==> src/hw/rtl/tgle_pkg.sv <==
`default_nettype none

package tgle_pkg;

   localparam int TagW    = 4;
   localparam int HandleW = 32;
   localparam int CountW  = 5;
   localparam int CmdW    = 3;

   typedef enum logic [CmdW-1:0] {
      CMD_APPEND  = 3'd0,
      CMD_TINSERT = 3'd1,
      CMD_POP     = 3'd2,
      CMD_TPOP    = 3'd3,
      CMD_COUNT   = 3'd4,
      CMD_TCOUNT  = 3'd5
   } cmd_type;

   typedef enum logic [1:0] {
      ST_OK    = 2'd0,
      ST_EMPTY = 2'd1,
      ST_NOTAG = 2'd2,
      ST_FULL  = 2'd3
   } status_type;

   typedef enum logic [1:0] {
      S_IDLE,
      S_SCAN,
      S_SHIFT,
      S_RESP
   } state_type;

   typedef struct packed {
      logic [TagW-1:0]    tag;
      logic [HandleW-1:0] handle;
   } entry_type;

   typedef struct packed {
      status_type         status;
      logic [TagW-1:0]    tag;
      logic [HandleW-1:0] handle;
      logic [CountW-1:0]  count;
   } res_type;

endpackage

`default_nettype wire

==> src/hw/rtl/tgle_ram.sv <==
`default_nettype none

module tgle_ram
   import tgle_pkg::*;
#(
   parameter int DEPTH = 16,
   localparam int AW = $clog2(DEPTH)
) (
   input  wire logic          clock,
   input  wire logic          wr_en,
   input  wire logic [AW-1:0] wr_addr,
   input  wire entry_type     wr_data,
   input  wire logic          rd_en,
   input  wire logic [AW-1:0] rd_addr,
   output entry_type          rd_data
);

   entry_type mem_ff [DEPTH];
   entry_type rd_data_ff;

   // write port
   always_ff @(posedge clock) begin
      if (wr_en) begin
         mem_ff[wr_addr] <= wr_data;
      end
   end

   // registered read port
   always_ff @(posedge clock) begin
      if (rd_en) begin
         rd_data_ff <= mem_ff[rd_addr];
      end
   end

   assign rd_data = rd_data_ff;

endmodule

`default_nettype wire

==> src/hw/rtl/typed_grouped_list_engine_top.sv <==
// Typed grouped list engine: an ordered list of up to DEPTH (tag, handle) entries
// held in a single-port-read, single-port-write RAM.
// Request channel (req_*): cmd, type_tag, data_handle, one transaction per command.
// Response channel (rsp_*): status, out_tag, out_handle, out_count, exactly one
// transaction per request, in request order.
// Sequence: append, count and refused commands go from accept to the result stage
// and then to the response register; pop of the tail first reads and captures the
// last entry. Typed commands scan the list one RAM read per cycle, then move
// entries one per cycle; the single RAM read port sets this pace.
// One command is in flight at a time; the next request is taken as soon as the
// previous result has moved into the response register, even if it is not taken.
// Reset clears the fill level and both valid flags; the list is empty afterwards
// and no RAM clearing pass is needed.
// When the receiver stalls, the response register holds and a finished command
// waits in its result stage, so at most one further request is taken.
`default_nettype none

module typed_grouped_list_engine_top
   import tgle_pkg::*;
#(
   parameter int DEPTH = 16
) (
   input  wire logic               clock,
   input  wire logic               reset,
   input  wire logic               req_valid,
   output logic                    req_ready,
   input  wire logic [CmdW-1:0]    req_cmd,
   input  wire logic [TagW-1:0]    req_type_tag,
   input  wire logic [HandleW-1:0] req_data_handle,
   output logic                    rsp_valid,
   input  wire logic               rsp_ready,
   output logic [1:0]              rsp_status,
   output logic [TagW-1:0]         rsp_out_tag,
   output logic [HandleW-1:0]      rsp_out_handle,
   output logic [CountW-1:0]       rsp_out_count
);

   localparam int AW = $clog2(DEPTH);
   localparam int CW = $clog2(DEPTH + 1);

   state_type           state_ff, state_in;
   cmd_type             cmd_ff, cmd_in;
   logic [TagW-1:0]     tag_ff, tag_in;
   logic [HandleW-1:0]  handle_ff, handle_in;
   logic [CW-1:0]       fill_ff, fill_in;
   logic [CW-1:0]       idx_ff, idx_in;
   logic [CW-1:0]       sh_ff, sh_in;
   logic [AW-1:0]       pos_ff, pos_in;
   logic                found_ff, found_in;
   logic [CW-1:0]       cnt_ff, cnt_in;
   logic                up_ff, up_in;
   logic                rd_pend_ff, rd_pend_in;
   logic [AW-1:0]       rd_idx_ff, rd_idx_in;
   res_type             res_ff, res_in;
   res_type             rsp_ff, rsp_in;
   logic                rsp_valid_ff, rsp_valid_in;

   logic                mem_we;
   logic [AW-1:0]       mem_waddr;
   entry_type           mem_wdata;
   logic                mem_re;
   logic [AW-1:0]       mem_raddr;
   entry_type           mem_rdata;

   logic                req_fire;
   logic                is_full;
   logic                is_empty;
   logic [CW-1:0]       ins_pos;

   tgle_ram #(.DEPTH(DEPTH)) u_ram (
      .clock   (clock),
      .wr_en   (mem_we),
      .wr_addr (mem_waddr),
      .wr_data (mem_wdata),
      .rd_en   (mem_re),
      .rd_addr (mem_raddr),
      .rd_data (mem_rdata)
   );

   assign req_ready = (state_ff == S_IDLE);
   assign req_fire  = req_valid & req_ready;
   assign is_full   = (fill_ff == CW'(DEPTH));
   assign is_empty  = (fill_ff == '0);
   assign ins_pos   = found_ff ? (CW'(pos_ff) + CW'(1)) : fill_ff;

   // next state, datapath and RAM control
   always_comb begin
      state_in     = state_ff;
      cmd_in       = cmd_ff;
      tag_in       = tag_ff;
      handle_in    = handle_ff;
      fill_in      = fill_ff;
      idx_in       = idx_ff;
      sh_in        = sh_ff;
      pos_in       = pos_ff;
      found_in     = found_ff;
      cnt_in       = cnt_ff;
      up_in        = up_ff;
      rd_pend_in   = 1'b0;
      rd_idx_in    = rd_idx_ff;
      res_in       = res_ff;
      rsp_in       = rsp_ff;
      rsp_valid_in = rsp_valid_ff & ~rsp_ready;
      mem_we       = 1'b0;
      mem_waddr    = '0;
      mem_wdata    = '{tag: tag_ff, handle: handle_ff};
      mem_re       = 1'b0;
      mem_raddr    = '0;

      unique case (state_ff)
         S_IDLE: begin
            if (req_fire) begin
               cmd_in    = cmd_type'(req_cmd);
               tag_in    = req_type_tag;
               handle_in = req_data_handle;
               idx_in    = '0;
               found_in  = 1'b0;
               cnt_in    = '0;
               res_in    = '{status: ST_OK, tag: '0, handle: '0, count: '0};
               state_in  = S_RESP;
               unique case (cmd_type'(req_cmd))
                  CMD_APPEND: begin
                     if (is_full) begin
                        res_in.status = ST_FULL;
                     end else begin
                        mem_we    = 1'b1;
                        mem_waddr = AW'(fill_ff);
                        mem_wdata = '{tag: req_type_tag, handle: req_data_handle};
                        fill_in   = fill_ff + CW'(1);
                     end
                  end
                  CMD_TINSERT: begin
                     if (is_full) begin
                        res_in.status = ST_FULL;
                     end else begin
                        state_in = S_SCAN;
                     end
                  end
                  CMD_POP: begin
                     if (is_empty) begin
                        res_in.status = ST_EMPTY;
                     end else begin
                        pos_in   = AW'(fill_ff - CW'(1));
                        sh_in    = fill_ff - CW'(1);
                        up_in    = 1'b0;
                        state_in = S_SHIFT;
                     end
                  end
                  CMD_TPOP, CMD_TCOUNT: begin
                     if (is_empty) begin
                        res_in.status = ST_EMPTY;
                     end else begin
                        state_in = S_SCAN;
                     end
                  end
                  CMD_COUNT: begin
                     if (is_empty) begin
                        res_in.status = ST_EMPTY;
                     end else begin
                        res_in.count = CountW'(fill_ff);
                     end
                  end
                  default: begin
                  end
               endcase
            end
         end

         S_SCAN: begin
            // compare the entry read last cycle
            if (rd_pend_ff && (mem_rdata.tag == tag_ff)) begin
               found_in = 1'b1;
               pos_in   = rd_idx_ff;
               cnt_in   = cnt_ff + CW'(1);
            end
            // issue the next read, or close the scan
            if (idx_ff < fill_ff) begin
               mem_re     = 1'b1;
               mem_raddr  = AW'(idx_ff);
               rd_pend_in = 1'b1;
               rd_idx_in  = AW'(idx_ff);
               idx_in     = idx_ff + CW'(1);
            end else if (!rd_pend_ff) begin
               unique case (cmd_ff)
                  CMD_TINSERT: begin
                     pos_in   = AW'(ins_pos);
                     sh_in    = fill_ff;
                     up_in    = 1'b1;
                     state_in = S_SHIFT;
                  end
                  CMD_TPOP: begin
                     if (found_ff) begin
                        sh_in    = CW'(pos_ff);
                        up_in    = 1'b0;
                        state_in = S_SHIFT;
                     end else begin
                        res_in.status = ST_NOTAG;
                        state_in      = S_RESP;
                     end
                  end
                  default: begin
                     if (cnt_ff == '0) begin
                        res_in.status = ST_NOTAG;
                     end else begin
                        res_in.count = CountW'(cnt_ff);
                     end
                     state_in = S_RESP;
                  end
               endcase
            end
         end

         S_SHIFT: begin
            if (up_ff) begin
               // move entries one place toward the tail, last one first
               if (rd_pend_ff) begin
                  mem_we    = 1'b1;
                  mem_waddr = rd_idx_ff + AW'(1);
                  mem_wdata = mem_rdata;
               end
               if (sh_ff > CW'(pos_ff)) begin
                  mem_re     = 1'b1;
                  mem_raddr  = AW'(sh_ff - CW'(1));
                  rd_pend_in = 1'b1;
                  rd_idx_in  = AW'(sh_ff - CW'(1));
                  sh_in      = sh_ff - CW'(1);
               end else if (!rd_pend_ff) begin
                  mem_we    = 1'b1;
                  mem_waddr = pos_ff;
                  fill_in   = fill_ff + CW'(1);
                  state_in  = S_RESP;
               end
            end else begin
               // capture the removed entry, then close the gap
               if (rd_pend_ff) begin
                  if (rd_idx_ff == pos_ff) begin
                     res_in.tag    = mem_rdata.tag;
                     res_in.handle = mem_rdata.handle;
                  end else begin
                     mem_we    = 1'b1;
                     mem_waddr = rd_idx_ff - AW'(1);
                     mem_wdata = mem_rdata;
                  end
               end
               if (sh_ff < fill_ff) begin
                  mem_re     = 1'b1;
                  mem_raddr  = AW'(sh_ff);
                  rd_pend_in = 1'b1;
                  rd_idx_in  = AW'(sh_ff);
                  sh_in      = sh_ff + CW'(1);
               end else if (!rd_pend_ff) begin
                  fill_in  = fill_ff - CW'(1);
                  state_in = S_RESP;
               end
            end
         end

         S_RESP: begin
            // hand the result over once the response register is free
            if (!rsp_valid_ff || rsp_ready) begin
               rsp_in       = res_ff;
               rsp_valid_in = 1'b1;
               state_in     = S_IDLE;
            end
         end

         default: begin
            state_in = S_IDLE;
         end
      endcase
   end

   // control registers
   always_ff @(posedge clock) begin
      if (reset) begin
         state_ff     <= S_IDLE;
         fill_ff      <= '0;
         rd_pend_ff   <= 1'b0;
         rsp_valid_ff <= 1'b0;
      end else begin
         state_ff     <= state_in;
         fill_ff      <= fill_in;
         rd_pend_ff   <= rd_pend_in;
         rsp_valid_ff <= rsp_valid_in;
      end
   end

   // payload registers
   always_ff @(posedge clock) begin
      cmd_ff    <= cmd_in;
      tag_ff    <= tag_in;
      handle_ff <= handle_in;
      idx_ff    <= idx_in;
      sh_ff     <= sh_in;
      pos_ff    <= pos_in;
      found_ff  <= found_in;
      cnt_ff    <= cnt_in;
      up_ff     <= up_in;
      rd_idx_ff <= rd_idx_in;
      res_ff    <= res_in;
      rsp_ff    <= rsp_in;
   end

   assign rsp_valid      = rsp_valid_ff;
   assign rsp_status     = rsp_ff.status;
   assign rsp_out_tag    = rsp_ff.tag;
   assign rsp_out_handle = rsp_ff.handle;
   assign rsp_out_count  = rsp_ff.count;

   // fill level never passes the capacity
   a_fill_bound: assert property (@(posedge clock) disable iff (reset)
      fill_ff <= CW'(DEPTH))
      else $error("fill level beyond capacity");

   // a shift never reads the entry it writes in the same cycle
   a_no_rw_clash: assert property (@(posedge clock) disable iff (reset)
      (mem_we && mem_re) |-> (mem_waddr != mem_raddr))
      else $error("RAM read and write hit the same entry");

   // a completed removal shrinks the list by exactly one
   a_pop_shrinks: assert property (@(posedge clock) disable iff (reset)
      (state_ff == S_SHIFT && !up_ff && state_in == S_RESP)
         |=> (fill_ff == $past(fill_ff) - CW'(1)))
      else $error("removal did not shrink the list by one");

   // an accepted transaction always leaves idle
   a_busy_after_accept: assert property (@(posedge clock) disable iff (reset)
      req_fire |=> (state_ff != S_IDLE))
      else $error("engine stayed idle after accepting a transaction");

endmodule

`default_nettype wire
==> config.mk <==
export PLATFORM = sky130hd
export DESIGN_NAME = typed_grouped_list_engine_top
export DESIGN_NICKNAME = d
export VERILOG_FILES = /design/src/hw/rtl/tgle_pkg.sv /design/src/hw/rtl/tgle_ram.sv /design/src/hw/rtl/typed_grouped_list_engine_top.sv
export SDC_FILE = /design/constraint.sdc
export NUM_CORES = 1
export LEC_CHECK = 0
export BUFFER_PORTS_ARGS = -buffer_cell sky130_fd_sc_hd__buf_2
export CAP_MARGIN = 25
export CORE_MARGIN = 4
export CORE_UTILIZATION = 60
export CTS_CLUSTER_SIZE = 20
export DETAILED_ROUTE_END_ITERATION = 7
export PLACE_DENSITY_LB_ADDON = 0.05
export SLEW_MARGIN = 5
export SYNTH_ARGS = -nofsm -noshare
export SYNTH_HDL_FRONTEND = slang
export SYNTH_SLANG_ARGS = --single-unit
export TNS_END_PERCENT = 100
==> constraint.sdc <==
create_clock -name clock -period 4.8 [get_ports clock]
set_input_delay 0 -clock clock [delete_from_list [all_inputs] [get_ports clock]]
set_output_delay 0 -clock clock [all_outputs]
set_load 0.05 [all_outputs]
==> run_results.csv, run 1 <==
group,metric,value,unit
run_status,outcome,"finished clean",
yosys,syn_area,31780,µm²
cts,cts_buffers,78,
route,ant_nets,0,
flow_run,drv_cap,0,
worst_setup_path,cp_data_required_time,5.09,ns
yosys,yosys_warnings,0,
yosys,synth_edf_count,762,
sta,finalSetupViolations,0,
sta,finalSetupTns,0,ns
sta,fin_crit,4.096,ns
layout,syn_to_final_growth,14.12,%
cts,post_cts_buffers,0,
grt,grt_pass1_wl,121700,µm
worst_setup_path,crit_path_start_kind,"register",
cts,htreeDepth,3,
cts,postCtsHoldBufs,42,
sta,period_share,85.34,%
floorplanning,ios,88,
floorplanning,die_y,238.1,µm
worst_setup_path,critPathMaxFanout,25,
yosys,netlist_instances,2186,
pwr,ir_drop,0.3538,mV
floorplanning,core-area,52450,µm²
sta,hold_violations,0,
yosys,async_flop_share,0,%
grt,grt_pass1_vias,19570,
worst_hold_path,hold_class,"input port to register",
grt,grt.overflow.total,0,
floorplanning,die_w,238.1,µm
layout,finalInstanceArea,36260,µm²
sta,slew_headroom,28.27,%
yosys,avgSynthCellArea,14.54,µm²
placement,dp_hpwl,44950,µm
grt,grt.total_usage,28.62,%
cts,clock-sinks,771,
pwr,leakagePower,0.01225,µW
grt,grt_max_degree,117,
sta,worst_pin_slew,1.076,ns
cts,cts_tree,"done",
floorplanning,dieArea,56710,µm²
route,drc,0,
worst_setup_path,endpoint_kind,"register",
pwr,finalPower,20850,µW
cts,clkSlewWorstSetupHoldPaths,0.06,ns
cts,clock-root-buffer,"clkbuf_16",
route,vias,19730,
route,dr.pass1.iters,8,
cts,cts.path.max_buffers,3,
yosys,ys.flop_type,"edfxtp_1",
yosys,synth.distinct_cells,75,
route,vias_per_cell,6.433,
layout,layout_commonest_cell,"edfxtp_1",
route,drtIter0Drc,2331,
pwr,cellPowerDensity,575.0,nW/µm²
placement,gp_congestion,0.9144,
placement,dp.cells,2886,
layout,finalNonFillerCells,3067,
route,wl,81820,µm
yosys,ys_ff_latch,771,
worst_setup_path,setup.worst_path.class,"register to register",
sta,final-max-slew-violation-count,0,
layout,register_area,23060,µm²
placement,placedInstanceArea,33350,µm²
worst_setup_path,cp.arrival,4.39,ns
yosys,synth_seq_area_share,72.58,%
grt,antenna_found_initial,0,
cts,clk_latency,0.61,ns
layout,n_antenna_cell,0,
sta,skew,0.01732,ns
yosys,syn_nets,2260,
layout,drive_above_1_share,16.77,%
layout,nNetsFinal,2394,
layout,multiInputGateArea,8061,µm²
sta,fmax,244.1,MHz
placement,io_buffers,87,
floorplanning,row_count,84,
layout,layout_common_cells,"edfxtp_1 (762), nand2_1 (395), a21oi_1 (129)",
layout,num-fill-cells,3476,
floorplanning,start_util,60.59,%
cts,post_cts_resized,0,
route,avgRoutedWirePerCell,26.68,µm
sta,rsz0062_at_grt,"false",
synthesized netlist by cell type (5+ instances only):
library cell,n,share of area [%]
mux2i_1,47,1.5
nand2_1,395,4.7
a31oi_1,6,0.12
nor3_1,6,0.095
clkbuf_1,59,0.70
o221ai_2,20,0.94
dfxtp_1,9,0.57
or2_2,5,0.098
o32ai_1,36,0.99
o211ai_1,43,1.0
a21oi_1,130,2.0
buf_1,14,0.17
inv_1,63,0.74
xnor2_1,16,0.44
mux2_2,35,1.2
edfxtp_1,762,72
nand2b_1,7,0.14
a222oi_1,34,1.1
buf_4,13,0.31
xor2_1,15,0.41
buf_2,48,0.76
nor2b_1,9,0.18
o221ai_1,54,1.5
a221oi_2,31,1.5
and2_1,40,0.79
a221oi_1,9,0.25
o21ai_0,28,0.44
ha_1,31,1.2
a32oi_1,6,0.17
nor2_1,61,0.72
nand3_1,83,1.3
final timing paths:
kind	start	endpoint	slack [ns]	cells after the start
max	state_ff[0]$_SDFFE_PP0P_	u_ram.mem_ff[7][16]$_DFFE_PP_	0.70	10
min	req_data_handle[17]	handle_ff[17]$_DFFE_PP_	0.12	2
max reg2reg	state_ff[0]$_SDFFE_PP0P_	u_ram.mem_ff[7][16]$_DFFE_PP_	0.70	10
min reg2reg	res_ff[7]$_SDFFCE_PN0P_	rsp_out_handle[2]$_DFFE_PP_	0.42	0
flip-flops by register name, summed over array words and instances, names as in the netlist, 4 cells and up:
register,flops
rsp_out_tag,4
u_ram.mem_ff,576
u_ram.rd_data,36
tag_ff,4
rsp_out_handle,32
cnt_ff,5
rd_idx_ff,4
res_ff,43
idx_ff,5
sh_ff,5
fill_ff,5
handle_ff,32
rsp_out_count,5
pos_ff,4
stage by stage:
step | worst slack, ns | util, % | hold WS, ns
6_report | 0.7037 | 69.15 | 0.1186
3_5_place_dp | 0.8112 | 63.59 | 0.1948
2_1_floorplan | 0.5396 | - | 0.09887
5_1_grt | 0.5908 | 69.15 | 0.1090
3_3_place_gp | 0.9105 | 63.55 | 0.1936
4_1_cts | 0.7979 | 69.15 | 0.09029
power by group:
part / total, µW / internal (µW) / switching (µW)
sequential: 9340 / 8940 / 396
clock: 5960 / 3460 / 2500
combinational: 5550 / 1610 / 3940
total: 20900 / 14000 / 6840
per-layer routing:
metal,up-vias,routed length [µm],global-route usage (%)
met1,9864,32650,40.38
met2,1038,39180,46.26
met3,161,7462,4.808
li1,8667,-,-
met5,-,0,0
met4,0,2513,9.516
final cells by class:
cell class | instances | share of cell area, %
timing repair buffer | 192 | 4.251
tap | 688 | 2.374
sequential | 771 | 63.60
inverter | 65 | 0.6728
multi-input combinational | 1212 | 22.23
clock buffer | 97 | 5.724
clock inverter | 42 | 1.152
kinds of logic after synthesis:
| logic type | Yosys count | synth area share (%) |
|---|---|---|
| DFF | 771 | 72.58 |
| AOI/OAI and AO/OA | 437 | 11.18 |
| and+or+nand+nor | 631 | 8.631 |
| adders and majority gates | 31 | 1.221 |
| buffers and inverters | 203 | 2.815 |
| muxes | 82 | 2.721 |
| xor gates and xnor gates | 31 | 0.8544 |
critical path, stage by stage (launching register included):
cell and delay (ns):
dfxtp_1 0.34, inv_1 0.14, ha_1 0.35, nand2_1 0.18
nor4_2 0.52, a21boi_4 0.71, nand2_1 0.15, o221ai_1 0.18
nand2_1 0.36, nor2_4 0.54, buf_12 0.30
Note: power is estimated with default switching activity, not from simulation.
==> run 2: changes to the inputs <==
--- a/config.mk
+++ b/config.mk
@@ -6,13 +6,12 @@
 export NUM_CORES = 1
 export LEC_CHECK = 0
 export BUFFER_PORTS_ARGS = -buffer_cell sky130_fd_sc_hd__buf_2
-export CAP_MARGIN = 25
+export CAP_MARGIN = 20
 export CORE_MARGIN = 4
 export CORE_UTILIZATION = 60
 export CTS_CLUSTER_SIZE = 20
 export DETAILED_ROUTE_END_ITERATION = 7
 export PLACE_DENSITY_LB_ADDON = 0.05
-export SLEW_MARGIN = 5
 export SYNTH_ARGS = -nofsm -noshare
 export SYNTH_HDL_FRONTEND = slang
 export SYNTH_SLANG_ARGS = --single-unit
==> constraint.sdc (replaced) <==
create_clock -name clock -period 4.7 [get_ports clock]
set_input_delay 0 -clock clock [delete_from_list [all_inputs] [get_ports clock]]
set_output_delay 0 -clock clock [all_outputs]
set_load 0.05 [all_outputs]
==> run 2 against run 1 <==
Cell area about the same; worst hold slack got worse by 0.012 ns; global-route usage increased by 0.46 points; clock-buffer cell count decreased by 3; clock skew increased by 0.014 ns; via count decreased by 0.58%; final cell count decreased by 0.23%; first-iteration DRC count decreased by 4.2%; sequential share of layout area about the same; critical path type unchanged; critical endpoint is now u_ram.mem_ff[11][8]$_DFFE_PP_; largest cell class unchanged.
==> run_results.csv, run 2 (synthesis gave the netlist of run 1 again) <==
group,metric,value,unit
sta,fin_crit,3.880,ns
grt,grt.overflow.total,0,
floorplanning,core-area,52450,µm²
worst_setup_path,crit_path_start,"state_ff[0]$_SDFFE_PP0P_",
route,avgRoutedWirePerCell,27.00,µm
floorplanning,ios,88,
sta,setup_slack,0.8197,ns
sta,hold_violations,0,
worst_setup_path,reg2reg_slack,0.82,ns
worst_setup_path,cp_data_required_time,4.99,ns
layout,drive_above_1_share,16.48,%
flow_run,drv_cap,0,
pwr,p_int,14270,µW
grt,grt.total_usage,29.08,%
pwr,clockPowerShare,28.3,%
route,vias,19620,
placement,io_buffers,87,
cts,clock-sinks,771,
worst_setup_path,endpoint_kind,"register",
route,drtIter0Drc,2234,
worst_hold_path,hold_class,"input port to register",
pwr,leakagePower,0.01223,µW
pwr,cellPowerDensity,585.0,nW/µm²
sta,slew_headroom,30.37,%
pwr,p_switching,6943,µW
layout,layout_commonest_cell,"edfxtp_1",
layout,final_util,69.13,%
cts,clock-root-buffer,"clkbuf_16",
pwr,swShare,32.74,%
pwr,comb_power_share,26.8,%
sta,finalSetupViolations,0,
route,dr.pass1.iters,6,
pwr,ir_drop,0.6154,mV
route,drc,0,
sta,fmax,257.7,MHz
grt,antenna_found_initial,1,
sta,skew,0.03174,ns
grt,grt_max_degree,145,
sta,worst_pin_slew,1.036,ns
sta,period_share,82.56,%
layout,largest_reg_flops,576,
route,ant_nets,0,
sta,final-max-slew-violation-count,0,
cts,clk_latency,0.63,ns
route,vias_per_cell,6.410,
worst_setup_path,rr_startpoint,"state_ff[0]$_SDFFE_PP0P_",
layout,layout_common_cells,"edfxtp_1 (762), nand2_1 (395), a21oi_1 (129)",
layout,regMostFlops,"u_ram.mem_ff",
floorplanning,start_util,60.59,%
worst_setup_path,setup.worst_path.class,"register to register",
layout,n_antenna_cell,0,
placement,gp_congestion,0.8684,
floorplanning,dieArea,56710,µm²
worst_hold_path,min-delay-start,"req_data_handle[12]",
floorplanning,die_w,238.1,µm
layout,syn_to_final_growth,14.09,%
sta,finalSetupTns,0,ns
worst_setup_path,cp.arrival,4.17,ns
placement,pre_cts_ws,0.9526,ns
run_status,outcome,"finished clean",
cts,cts_tree,"done",
route,wl,82630,µm
cts,cts_buffers,78,
sta,holdWs,0.1062,ns
floorplanning,row_count,84,
pwr,p_seq_share,44.9,%
floorplanning,die_y,238.1,µm
grt,grt_pass1_vias,19360,
grt,grt_pass1_wl,122900,µm
cts,cts.path.max_buffers,3,
worst_setup_path,crit_path_start_kind,"register",
cts,htreeDepth,3,
placement,dp_hpwl,43100,µm
sta,rsz0062_at_grt,"false",
cts,post_cts_resized,0,
layout,nNetsFinal,2390,
cts,clkSlewWorstSetupHoldPaths,0.06,ns
worst_setup_path,critPathMaxFanout,30,
==> run 2: cell types whose count changed in the layout (fill, tap and decap cells not counted) <==
cell,before,now
buf_4,46,37
buf_12,17,22
clkinv_1,13,17
clkbuf_1,16,13
clkinvlp_4,6,4
bufinv_16,7,6
clkbuf_16,80,81
clkbuf_8,1,0
clkinv_2,12,11
clkinv_8,1,0
inv_6,1,2
==> run 2: through the flow <==
step / cell area (µm²) / total power [µW] / std cells
finish: 36250 / 21210 / 3060
floorplan: 31780 / 13300 / 2186
global route: 36250 / 22120 / 3060
global placement: 33380 / 15150 / 2882
CTS: 36250 / 21260 / 3060
detailed placement: 33380 / 15260 / 2882
==> run 2: layout make-up <==
type / instances / area, µm²
sequential: 771 / 23060
inverter: 65 / 244.0
clock buffer: 94 / 2076
timing repair buffer: 188 / 1574
tap: 688 / 860.8
clock inverter: 42 / 375.4
fill: 3527 / 16190
multi-input combinational: 1212 / 8061
==> run 2: path summary, 6_finish.rpt <==
path,cells after the start,end
worst max-delay path,10,u_ram.mem_ff[11][8]$_DFFE_PP_
worst min-delay path,2,handle_ff[12]$_DFFE_PP_
worst max register to register,10,u_ram.mem_ff[11][8]$_DFFE_PP_
worst min register to register,0,rsp_out_handle[14]$_DFFE_PP_
==> run 2: power groups by stage <==
stage	Clock [µW]	Sequential, µW	Combinational (µW)
global placement	0	9640	5510
finish	6010	9530	5680
CTS	6080	9520	5660
global route	6390	9580	6150
floorplan	0	9650	3660
detailed placement	0	9660	5610
==> run 2: per-layer routing <==
metal	vias to the layer above	GRT usage, %	wire, µm
li1	8645	-	-
met1	9828	40.71	33100
met2	975	47.09	39620
met3	168	5.294	7145
met4	0	9.569	2764
met5	-	0	0
==> run 2: timing repair <==
action                                 CTS  global route
buffers inserted                         0             0
endpoints found under the hold margin   53             0
hold buffers                            42             0
==> run 2: critical path, stage by stage, from the launching register on <==
cell and delay (ns):
dfxtp_1 0.34, inv_1 0.13, ha_1 0.35, nand2_1 0.17, nor4_2 0.54, a21boi_4 0.65, nand2_1 0.11, o21ai_0 0.18
nand2_1 0.33, nor2_4 0.36, buf_12 0.31
==> run 3: changes to the inputs <==
--- a/config.mk
+++ b/config.mk
@@ -8,7 +8,7 @@
 export BUFFER_PORTS_ARGS = -buffer_cell sky130_fd_sc_hd__buf_2
 export CAP_MARGIN = 20
 export CORE_MARGIN = 4
-export CORE_UTILIZATION = 60
+export CORE_UTILIZATION = 56
 export CTS_CLUSTER_SIZE = 20
 export DETAILED_ROUTE_END_ITERATION = 7
 export PLACE_DENSITY_LB_ADDON = 0.05
==> constraint.sdc (replaced) <==
create_clock -name clock -period 3.5 [get_ports clock]
set_input_delay 0 -clock clock [delete_from_list [all_inputs] [get_ports clock]]
set_output_delay 0 -clock clock [all_outputs]
set_load 0.05 [all_outputs]
==> run 3 against run 2 <==
Setup slack got worse by 0.64 ns; power increased by 37%; critical endpoint is now u_ram.mem_ff[8][16]$_DFFE_PP_; via count decreased by 0.49%; clock-buffer cell count decreased by 1.
==> run_results.csv, run 3 (synthesis gave the netlist of run 1 again) <==
group,metric,value,unit
run_status,outcome,"finished clean",
worst_setup_path,crit_chain,"inv_1 > ha_1 > nand2b_1 > a21oi_1 > o21ai_0 > a32oi_1 > o221ai_1 > or2_2 > nor2_4 > buf_12",
floorplanning,die_w,246.2,µm
layout,layout_commonest_cell,"edfxtp_1",
grt,grt_pass1_wl,119400,µm
route,wl,79210,µm
sta,finalSetupTns,0,ns
route,dr.pass1.iters,6,
route,drc,0,
layout,regMostFlops,"u_ram.mem_ff",
sta,skew,0.01911,ns
worst_setup_path,path_buf_inv,2,
worst_setup_path,cp_data_required_time,3.81,ns
cts,cts.path.max_buffers,3,
floorplanning,core-area,56280,µm²
cts,clk_latency,0.62,ns
placement,io_buffers,87,
floorplanning,start_util,56.46,%
pwr,cellPowerDensity,778.7,nW/µm²
flow_run,drv_cap,0,
sta,rsz0062_at_grt,"false",
floorplanning,dieArea,60620,µm²
sta,finalSetupViolations,0,
worst_setup_path,crit_path_start_kind,"register",
worst_hold_path,hold_class,"input port to register",
floorplanning,die_y,246.2,µm
layout,largest_reg_flops,576,
cts,cts_buffers,79,
layout,n_antenna_cell,0,
sta,period_share,94.78,%
grt,antenna_found_initial,0,
cts,cts_tree,"done",
sta,fin_crit,3.317,ns
route,ant_nets,0,
cts,clock-root-buffer,"clkbuf_16",
grt,grt.overflow.total,0,
placement,dp_hpwl,48530,µm
route,vias_per_cell,6.098,
layout,syn_to_final_growth,17.01,%
layout,nNetsFinal,2460,
sta,hold_violations,0,
pwr,finalPower,28950,µW
worst_setup_path,cp.arrival,3.62,ns
grt,grt.total_usage,26.18,%
sta,final-max-slew-violation-count,0,
placement,gp_congestion,0.8761,
route,avgRoutedWirePerCell,24.75,µm
grt,grt_max_degree,67,
worst_setup_path,endpoint_kind,"register",
sta,fmax,301.4,MHz
layout,layout_common_cells,"edfxtp_1 (762), nand2_1 (395), a21oi_1 (129)",
cts,clock-sinks,771,
worst_setup_path,cpPeakStageDelay,0.49,ns
cts,clkSlewWorstSetupHoldPaths,0.06,ns
floorplanning,row_count,87,
layout,num-fill-cells,4101,
layout,final_util,66.07,%
sta,slew_headroom,27.62,%
grt,grt_pass1_vias,19200,
sta,worst_pin_slew,1.083,ns
layout,drive_above_1_share,19.06,%
worst_setup_path,setup.worst_path.class,"register to register",
floorplanning,ios,88,
route,vias,19520,
worst_setup_path,critPathMaxFanout,22,
route,drtIter0Drc,1809,
cts,post_cts_buffers,0,
worst_setup_path,cp_top_family,"compound AO/OA/AOI/OAI gates",
pwr,leakagePower,0.01267,µW
worst_setup_path,slowest_stage,"or2_2",
pwr,ir_drop,0.4934,mV
cts,htreeDepth,3,
[run 3: cell count changes in the layout (fill, tap and decap cells not counted), sizes merged]
cell	change
buf	+68
clkinv	+4
bufinv	+2
clkbuf	-1
dlygate4sd3	+1
inv	-1
[run 3: power by group]
| group | internal [µW] | switching (µW) | total (µW) |
|---|---|---|---|
| Clock | 4780 | 3420 | 8200 |
| Sequential | 12300 | 435 | 12700 |
| Combinational | 2560 | 5500 | 8060 |
| Total | 19600 | 9350 | 29000 |
[run 3: layout make-up]
| class | count | area (µm²) | area share (%) |
|---|---|---|---|
| Clock inverter | 47 | 457.9 | 1.232 |
| Sequential cell | 771 | 23060 | 62.03 |
| Timing Repair Buffer | 257 | 2340 | 6.293 |
| Inverter | 65 | 244.0 | 0.6562 |
| Clock buffer | 93 | 2051 | 5.515 |
| Multi-Input combinational cell | 1212 | 8082 | 21.74 |
| Tap cell | 756 | 945.9 | 2.544 |
[run 3: stage by stage]
stage,setup WS (ns),cells,cell area [µm²],hold WS (ns)
floorplan,-0.5547,2186,31820,0.09887
global placement,0.09276,3018,34220,0.1919
detailed placement,0.05766,3018,34220,0.1952
CTS,0.03891,3201,37150,0.06012
global route,0.05185,3201,37180,0.09285
finish,0.1826,3201,37180,0.1021
[run 3: per-layer routing]
| metal | GRT usage (%) | routed length, µm | share of wire (%) |
|---|---|---|---|
| met5 | 0 | 0 | 0 |
| met4 | 7.192 | 1882 | 2.4 |
| met3 | 4.789 | 5197 | 6.6 |
| met2 | 41.32 | 37430 | 47 |
| met1 | 38.04 | 34710 | 44 |
[run 3: repair_timing]
| action | in CTS | in global routing |
|---|---|---|
| resized for setup | 0 | 5 |
| endpoints found under the setup margin | 0 | 18 |
| hold buffers | 43 | 0 |
| endpoints found under the hold margin | 61 | 0 |
[run 3: worst paths after layout]
kind / depth (start not counted) / from / slack (ns) / endpoint
setup / recovery: 10 / sh_ff[0]$_DFFE_PP_ / 0.18 / u_ram.mem_ff[8][16]$_DFFE_PP_
hold / removal: 2 / req_data_handle[22] / 0.10 / handle_ff[22]$_DFFE_PP_
setup reg to reg: 10 / sh_ff[0]$_DFFE_PP_ / 0.18 / u_ram.mem_ff[8][16]$_DFFE_PP_
hold reg to reg: 0 / res_ff[17]$_SDFFCE_PN0P_ / 0.42 / rsp_out_handle[12]$_DFFE_PP_
